[src/rtl/mpwm_pkg.sv]
// ----------------------------------------------------------------------------
// mpwm_pkg
// Shared types and constants of the multichannel PWM generator: transaction
// payloads, action and register codes, reset values and channel command types.
// ----------------------------------------------------------------------------
package mpwm_pkg;

   localparam int REQ_TICK_WIDTH   = 24;
   localparam int CSR_DATA_WIDTH   = 24;
   localparam int CSR_INDEX_WIDTH  = 2;
   localparam int FIELD_CHANNELS   = 8;

   // Actions carried by a request
   localparam logic [1:0] ACT_TICK    = 2'd0;
   localparam logic [1:0] ACT_SET     = 2'd1;
   localparam logic [1:0] ACT_DISABLE = 2'd2;

   // Register indexes
   localparam logic [CSR_INDEX_WIDTH-1:0] CSR_PERIOD    = 2'd0;
   localparam logic [CSR_INDEX_WIDTH-1:0] CSR_TOLERANCE = 2'd1;

   localparam logic [CSR_DATA_WIDTH-1:0] PERIOD_RESET = 24'd20000;
   localparam logic [CSR_DATA_WIDTH-1:0] TOL_RESET    = 24'd10;

   typedef struct packed {
      logic [1:0]                action;
      logic [2:0]                channel;
      logic [REQ_TICK_WIDTH-1:0] high_ticks;
   } mpwm_req_type;

   typedef struct packed {
      logic [FIELD_CHANNELS-1:0] pin_levels;
      logic [FIELD_CHANNELS-1:0] running_mask;
   } mpwm_rsp_type;

   // One command to a channel; at most one bit is set
   typedef struct packed {
      logic tick;
      logic load;
      logic halt;
   } mpwm_cmd_type;

   // Channel state after the command
   typedef struct packed {
      logic pin;
      logic running;
   } mpwm_status_type;

endpackage

[src/rtl/multichannel_pwm_with_tolerance.sv]
// ----------------------------------------------------------------------------
// multichannel_pwm_with_tolerance
// Multichannel PWM generator with a shared period and a minimum phase length.
// ----------------------------------------------------------------------------
// Usage:
//   req_ channel: one transaction per timer tick, duty update (set) or
//   disable. A set computes the high and low time from the requested high
//   time, the period and the tolerance; too short a high time stops the
//   channel, too short a low time forces full on.
//   rsp_ channel: one transaction per request, carrying every channel's pin
//   level and running bit after that request.
//   csr_ channel: register 0 is the period, register 1 the tolerance. It is
//   always ready; write it only while no request is in flight.
// Pipeline: a request is registered in the plan stage, then the channel update
//   is registered into the result register; one transaction per cycle is
//   sustained while rsp_stall stays low, limited by the channel state update.
// Reset: all channels stopped, pins low, period 20000 and tolerance 10 ticks.
// Stall: a stalled result holds in the output register; the plan stage holds
//   one more request, after which req_stall is raised until rsp_stall drops.
// ----------------------------------------------------------------------------
module multichannel_pwm_with_tolerance #(
   parameter int CHANNELS   = 8,
   parameter int TICK_WIDTH = 24
) (
   input  logic                                       clock,
   input  logic                                       reset,
   input  logic                                       req_valid,
   output logic                                       req_stall,
   input  mpwm_pkg::mpwm_req_type                     req_data,
   output logic                                       rsp_valid,
   input  logic                                       rsp_stall,
   output mpwm_pkg::mpwm_rsp_type                     rsp_data,
   input  logic                                       csr_valid,
   output logic                                       csr_ready,
   input  logic [mpwm_pkg::CSR_INDEX_WIDTH-1:0]       csr_index,
   input  logic [mpwm_pkg::CSR_DATA_WIDTH-1:0]        csr_data
);
   import mpwm_pkg::*;

   typedef struct packed {
      logic [1:0]            action;
      logic [2:0]            channel;
      logic                  stop;
      logic [TICK_WIDTH-1:0] high;
      logic [TICK_WIDTH-1:0] low;
   } stage_type;

   // Configuration registers
   logic [TICK_WIDTH-1:0] period_ff;
   logic [TICK_WIDTH-1:0] tolerance_ff;

   assign csr_ready = 1'b1;

   always_ff @(posedge clock) begin
      if (reset) begin
         period_ff    <= TICK_WIDTH'(PERIOD_RESET);
         tolerance_ff <= TICK_WIDTH'(TOL_RESET);
      end else if (csr_valid && csr_ready) begin
         if (csr_index == CSR_PERIOD) begin
            period_ff <= TICK_WIDTH'(csr_data);
         end
         if (csr_index == CSR_TOLERANCE) begin
            tolerance_ff <= TICK_WIDTH'(csr_data);
         end
      end
   end

   // Plan the set: clamp to the period, derive the low time, apply tolerance.
   // Only the request and the configuration feed this, so it runs ahead of the channel state.
   logic [TICK_WIDTH-1:0] req_high;
   logic [TICK_WIDTH-1:0] low_raw;
   logic [TICK_WIDTH-1:0] high_clamp;
   logic [TICK_WIDTH-1:0] low_clamp;
   logic                  below_tol;
   logic                  over_period;
   logic                  short_low;
   stage_type             stage_in;

   always_comb begin
      req_high    = TICK_WIDTH'(req_data.high_ticks);
      below_tol   = (req_high < tolerance_ff);
      over_period = (req_high > period_ff);
      low_raw     = period_ff - req_high;
      high_clamp  = over_period ? period_ff : req_high;
      low_clamp   = over_period ? '0 : low_raw;
      short_low   = (low_clamp < tolerance_ff);

      stage_in.action  = req_data.action;
      stage_in.channel = req_data.channel;
      stage_in.high    = short_low ? period_ff : high_clamp;
      stage_in.low     = short_low ? '0 : low_clamp;
      // a high time that comes out as zero stops the channel too
      stage_in.stop    = below_tol || (stage_in.high == '0);
   end

   // Plan stage and output register handshake
   stage_type stage_ff;
   logic      stage_valid_ff;
   logic      rsp_valid_ff;
   mpwm_rsp_type rsp_data_ff, rsp_data_in;
   logic      out_free;
   logic      advance;
   logic      req_accept;

   assign out_free   = !rsp_valid_ff || !rsp_stall;
   assign advance    = stage_valid_ff && out_free;
   assign req_stall  = stage_valid_ff && !out_free;
   assign req_accept = req_valid && !req_stall;

   always_ff @(posedge clock) begin
      if (reset) begin
         stage_valid_ff <= 1'b0;
      end else if (!req_stall) begin
         stage_valid_ff <= req_valid;
      end
   end

   always_ff @(posedge clock) begin
      if (req_accept) begin
         stage_ff <= stage_in;
      end
   end

   // Channels: every channel sees the tick; set and disable hit one channel
   mpwm_status_type status_in [CHANNELS];

   for (genvar c = 0; c < CHANNELS; c++) begin : g_channel
      mpwm_cmd_type cmd;
      logic         hit;

      always_comb begin
         hit      = (32'(stage_ff.channel) == c);
         cmd.tick = 1'b0;
         cmd.load = 1'b0;
         cmd.halt = 1'b0;
         unique case (stage_ff.action)
            ACT_TICK:    cmd.tick = 1'b1;
            ACT_SET: begin
               cmd.load = hit && !stage_ff.stop;
               cmd.halt = hit && stage_ff.stop;
            end
            ACT_DISABLE: cmd.halt = hit;
            default: begin
               // unknown action: leave the channel alone
            end
         endcase
      end

      mpwm_channel #(
         .TICK_WIDTH (TICK_WIDTH)
      ) u_channel (
         .clock     (clock),
         .reset     (reset),
         .advance   (advance),
         .cmd       (cmd),
         .load_high (stage_ff.high),
         .load_low  (stage_ff.low),
         .period    (period_ff),
         .status_in (status_in[c])
      );
   end

   // Pack the result; lanes past the last channel read as zero
   for (genvar i = 0; i < FIELD_CHANNELS; i++) begin : g_field
      if (i < CHANNELS) begin : g_used
         assign rsp_data_in.pin_levels[i]   = status_in[i].pin;
         assign rsp_data_in.running_mask[i] = status_in[i].running;
      end else begin : g_unused
         assign rsp_data_in.pin_levels[i]   = 1'b0;
         assign rsp_data_in.running_mask[i] = 1'b0;
      end
   end

   always_ff @(posedge clock) begin
      if (reset) begin
         rsp_valid_ff <= 1'b0;
      end else if (out_free) begin
         rsp_valid_ff <= stage_valid_ff;
      end
   end

   always_ff @(posedge clock) begin
      if (advance) begin
         rsp_data_ff <= rsp_data_in;
      end
   end

   assign rsp_valid = rsp_valid_ff;
   assign rsp_data  = rsp_data_ff;

   // Assertions
   a_pin_needs_run: assert property (@(posedge clock) disable iff (reset)
      rsp_valid_ff |-> ((rsp_data_ff.pin_levels & ~rsp_data_ff.running_mask) == '0))
      else $error("pin high on a stopped channel");

   a_stage_holds: assert property (@(posedge clock) disable iff (reset)
      (stage_valid_ff && !out_free) |=> (stage_valid_ff && $stable(stage_ff)))
      else $error("planned transaction lost while the output was stalled");

   a_reset_empty: assert property (@(posedge clock)
      reset |=> (!rsp_valid_ff && !stage_valid_ff))
      else $error("transaction present right after reset");

endmodule

[src/rtl/mpwm_channel.sv]
// ----------------------------------------------------------------------------
// mpwm_channel
// One PWM channel: high and low times, phase countdown and pin level.
// ----------------------------------------------------------------------------
module mpwm_channel #(
   parameter int TICK_WIDTH = 24
) (
   input  logic                      clock,
   input  logic                      reset,
   input  logic                      advance,
   input  mpwm_pkg::mpwm_cmd_type    cmd,
   input  logic [TICK_WIDTH-1:0]     load_high,
   input  logic [TICK_WIDTH-1:0]     load_low,
   input  logic [TICK_WIDTH-1:0]     period,
   output mpwm_pkg::mpwm_status_type status_in
);
   import mpwm_pkg::*;

   localparam logic [TICK_WIDTH-1:0] LOW_RESET = TICK_WIDTH'(PERIOD_RESET);
   localparam logic [TICK_WIDTH-1:0] ONE_TICK  = TICK_WIDTH'(1);

   logic [TICK_WIDTH-1:0] high_ff, high_in;
   logic [TICK_WIDTH-1:0] low_ff, low_in;
   logic [TICK_WIDTH-1:0] countdown_ff, countdown_in;
   logic                  next_high_ff, next_high_in;
   logic                  pin_ff, pin_in;
   logic                  running;

   always_comb begin
      high_in      = high_ff;
      low_in       = low_ff;
      countdown_in = countdown_ff;
      next_high_in = next_high_ff;
      pin_in       = pin_ff;
      running      = (high_ff != '0);
      if (advance) begin
         priority if (cmd.tick && running) begin
            if (countdown_ff <= ONE_TICK) begin
               // phase end
               priority if (next_high_ff) begin
                  pin_in       = 1'b1;
                  countdown_in = high_ff;
                  next_high_in = 1'b0;
               end else if (low_ff != '0) begin
                  pin_in       = 1'b0;
                  countdown_in = low_ff;
                  next_high_in = 1'b1;
               end else begin
                  countdown_in = high_ff;
                  next_high_in = 1'b1;
               end
            end else begin
               countdown_in = countdown_ff - ONE_TICK;
            end
         end else if (cmd.load) begin
            high_in = load_high;
            low_in  = load_low;
            // start a stopped channel with a high phase
            if (!running) begin
               pin_in       = 1'b1;
               countdown_in = load_high;
               next_high_in = 1'b0;
            end
         end else if (cmd.halt && running) begin
            high_in      = '0;
            low_in       = period;
            next_high_in = 1'b1;
            countdown_in = '0;
            pin_in       = 1'b0;
         end else begin
         end
      end
   end

   always_ff @(posedge clock) begin
      if (reset) begin
         high_ff      <= '0;
         low_ff       <= LOW_RESET;
         countdown_ff <= '0;
         next_high_ff <= 1'b1;
         pin_ff       <= 1'b0;
      end else begin
         high_ff      <= high_in;
         low_ff       <= low_in;
         countdown_ff <= countdown_in;
         next_high_ff <= next_high_in;
         pin_ff       <= pin_in;
      end
   end

   assign status_in.pin     = pin_in;
   assign status_in.running = (high_in != '0);

endmodule

[config.mk]
export PLATFORM = sky130hd
export DESIGN_NAME = multichannel_pwm_with_tolerance
export DESIGN_NICKNAME = d
export VERILOG_FILES = /design/src/rtl/mpwm_pkg.sv /design/src/rtl/multichannel_pwm_with_tolerance.sv /design/src/rtl/mpwm_channel.sv
export SDC_FILE = /design/constraint.sdc
export NUM_CORES = 2
export LEC_CHECK = 0
export BUFFER_PORTS_ARGS = -buffer_cell sky130_fd_sc_hd__buf_2
export CAP_MARGIN = 20
export CORE_MARGIN = 3
export CORE_UTILIZATION = 50
export CTS_CLUSTER_DIAMETER = 50
export DETAILED_ROUTE_END_ITERATION = 10
export GPL_TIMING_DRIVEN = 0
export PLACE_DENSITY = 0.66
export SYNTH_ARGS = -nofsm -noshare
export SYNTH_HDL_FRONTEND = slang
export SYNTH_HIERARCHICAL = 1
export SYNTH_SLANG_ARGS = --single-unit
[constraint.sdc]
create_clock -name clock -period 4.2 [get_ports clock]
set_input_delay 0.21 -clock clock [delete_from_list [all_inputs] [get_ports clock]]
set_output_delay 0.21 -clock clock [all_outputs]
set_load 0.05 [all_outputs]
==> summary.txt <==
status -> finished with violations
failing checks -> negative setup slack
final max-slew violation count -> 0
post-synthesis cell count -> 4976
row count -> 105
post-layout util -> 61.39%
final hold violations -> 0
1st-iter DRT viols -> 6357
aggregate global routing overflow -> 0
starting density of the core -> 50.88%
top cells by area, synth -> dfxtp_1 (31%), mux2i_1 (8.3%), edfxtp_1 (5.0%)
minimum clock period -> 4713 ps
total power -> 18450 uW
Req. time, crit path -> 4620 ps
CORE AREA -> 82640 um^2
die boundary height -> 296.0 um
worst slack, placed -> -1325 ps
leading area contributor after synthesis -> dfxtp_1
RSZ-0062 raised after global routing -> true
CP endpoint kind -> register
routed len/inst -> 28.92 um
Syn-to-layout area delta -> 20.65%
setup ws final -> -512.5 ps
share of layout cells above drive strength 1 -> 14.27%
# clock sinks -> 712
first-pass GRT wire length -> 270.6 mm
Port Buf Inserts -> 77
YS warnings -> 6
DRT antenna net count -> 0
Synth top area share -> 30.57%
Setup Skew -> 40.35 ps
Sequential Area -> 15040 um^2
syn_nets -> 5126
clk root buf -> clkbuf_16
pwr/cell area -> 363.7 nW/um^2
Post-synth EDFFs -> 70
CTS tree -> yes
critical path type -> register to register
H-tree levels -> 3
Worst slew margin -> 25.12%
DRT Pass-1 Iters -> 7
design area -> 50730 um^2
Least-Margin Pin Slew -> 1123 ps
Tcrit/Tclk final -> 112.2%
Async S/R FF share, synth -> 0%
HP Class -> input pin to register
area of the multi-input gates -> 25420 um^2
final WL -> 188.0 mm
dominant synthesized flop cell -> dfxtp_1
critical path arrival -> 5130 ps
nets -> 5489
Worst-Skew Late Latency -> 690 ps
post-synthesis sequential area ratio -> 35.57%
most frequent cell after synthesis -> dfxtp_1
startpoint types -> register
# fillers -> 7177
# DRC -> 0
clock transition at the registers of the reported paths -> 60 ps
critical-path maximum fanout -> 3
boundary pin count -> 79
Yosys reg bits -> 712
Max-Cap Viols -> 0
pin count of the biggest net entering global routing -> 32
Synth top cells by count -> dfxtp_1 (642), nor2_1 (529), mux2i_1 (350)
synthesized area -> 42050 um^2
Post-DP Area -> 45250 um^2
initial antenna violation count -> 4
total CTS buffers -> 101
Clock Tree Buf Depth -> 3
RD Place Congestion -> 0.9824
Avg Vias per Cell -> 6.943
GRT Overall Usage -> 41.00%
Avg Cell Area, Syn -> 8.450 um^2
WHS -> 44.54 ps
number of global-route vias before repair -> 41422
HPWL Detailed -> 126.3 mm
fmax -> 0.2122 GHz
die width -> 296.0 um
Die ar. -> 87610 um^2
P_leak -> 0.01925 uW
peak supply drop -> 0.3314 mV
synth unique cells -> 89
final setup fails -> 49
routed vias -> 45125
==> path summary, 6_finish.rpt <==
path / start / endpoint / slack, ps / cells after the start
max reg2reg: period_ff[1] / stage_ff[48] / -510 / 18
min: req_data[14] / stage_ff[38] / 40 / 3
max: period_ff[1] / stage_ff[48] / -510 / 18
min reg2reg: tolerance_ff[6] / tolerance_ff[6] / 460 / 2
==> final cells by class <==
type | count | area share (%)
clock inverter | 49 | 1.006
clock buffer | 138 | 5.890
sequential | 712 | 29.66
antenna | 6 | 0.02960
buffer | 359 | 3.816
tap | 1070 | 2.639
multi-input combinational | 3785 | 50.12
timing repair buffer | 260 | 5.956
inverter | 120 | 0.8879
==> metal layers <==
metal | global-route usage (%) | part of all wire, %
met5 | 0 | 0.014
met1 | 54.93 | 38
met4 | 23.50 | 6.7
met2 | 58.48 | 41
met3 | 12.35 | 14
==> stage by stage <==
step | setup TNS [ps] | cells
after floorplan | 0 | 4976
final | -12600 | 6499
after detailed placement | -56700 | 6177
after global placement | -2267520 | 6123
after global routing | -14880 | 6493
after CTS | -5294 | 6471
==> worst max-delay path: stages (launching register included) <==
cell,delay (ps)
dfxtp_4,360
ha_4,210
nor2b_4,120
o31a_1,280
o211ai_1,310
a21boi_2,140
a2111o_1,480
buf_6,170
a2111oi_4,390
nor3b_4,80
nor2_1,140
ha_1,170
nand4_1,200
nor2_1,180
o21ai_2,90
o21ai_4,240
o21ai_4,90
and4b_1,250
or4_4,520
==> what timing repair did <==
item,4_1_cts,5_1_grt
pin swaps,26,24
setup endpoints to repair,50,59
gates cloned,5,2
hold endpoints to repair,73,0
hold buffers,52,0
gates resized for setup,156,75
buffers inserted,54,26
==> state kept, by name, summed over array words and instances (netlist names) <==
register                          flops
g_channel.u_channel/countdown_ff    192
g_channel.u_channel/high_ff         192
g_channel.u_channel/low_ff          192
g_channel.u_channel/next_high_ff      8
g_channel.u_channel/pin_ff            8
period_ff                            24
rsp_data                             16
rsp_valid                             1
stage_ff                             54
stage_valid_ff                        1
tolerance_ff                         24
==> cells in the final DEF (no fill, tap or decap), types with 29 or more instances in the layout <==
cell type      netlist  routed
dfxtp_1            642     618
nor2_1             529     518
mux2i_1            350     350
a21oi_1            295     291
nand2_1            291     286
clkbuf_1           230     237
a211oi_1           218     216
o21ai_0            236     208
nor3_1             202     199
nor4_1             201     198
nand3_1            172     172
buf_2               62     137
inv_1              119     119
clkbuf_16            0     115
and2_1             105     100
a22oi_1             97      97
buf_4               14      74
ha_1                89      74
edfxtp_1            70      70
xnor2_1             54      53
a21o_1              52      52
mux2_2              53      52
dlygate4sd3_1        0      52
nand4_1             51      51
xor2_1              51      49
a211o_1             48      48
buf_16               0      48
a221oi_1            46      46
a31oi_1             46      46
and3_1              47      45
o211ai_1            39      39
nor2b_1             38      36
buf_6               26      34
o21a_1              30      30
clkbuf_8            15      29
==> cells by family after synthesis <==
kind of cell             count (synthesis)  synth area share [%]
AND/OR/NAND/NOR                       1828                 22.28
AO/OA/AOI/OAI                         1356                 22.04
flip-flops                             712                 35.57
buffers and inverters                  481                 5.469
multiplexers                           403                 9.751
XOR/XNOR                               105                 2.187
adder cells (fa/ha/maj)                 90                 2.696
other                                    1              0.008918
==> power breakdown <==
part	total (uW)	internal, uW	leakage [uW]	switching, uW
combinational	2380	872	0.0117	1510
sequential	7210	6950	0.00589	259
clock	8860	5340	0.00171	3520
total	18400	13200	0.0193	5290
No activity file was read; power rests on OpenSTA's default activity.
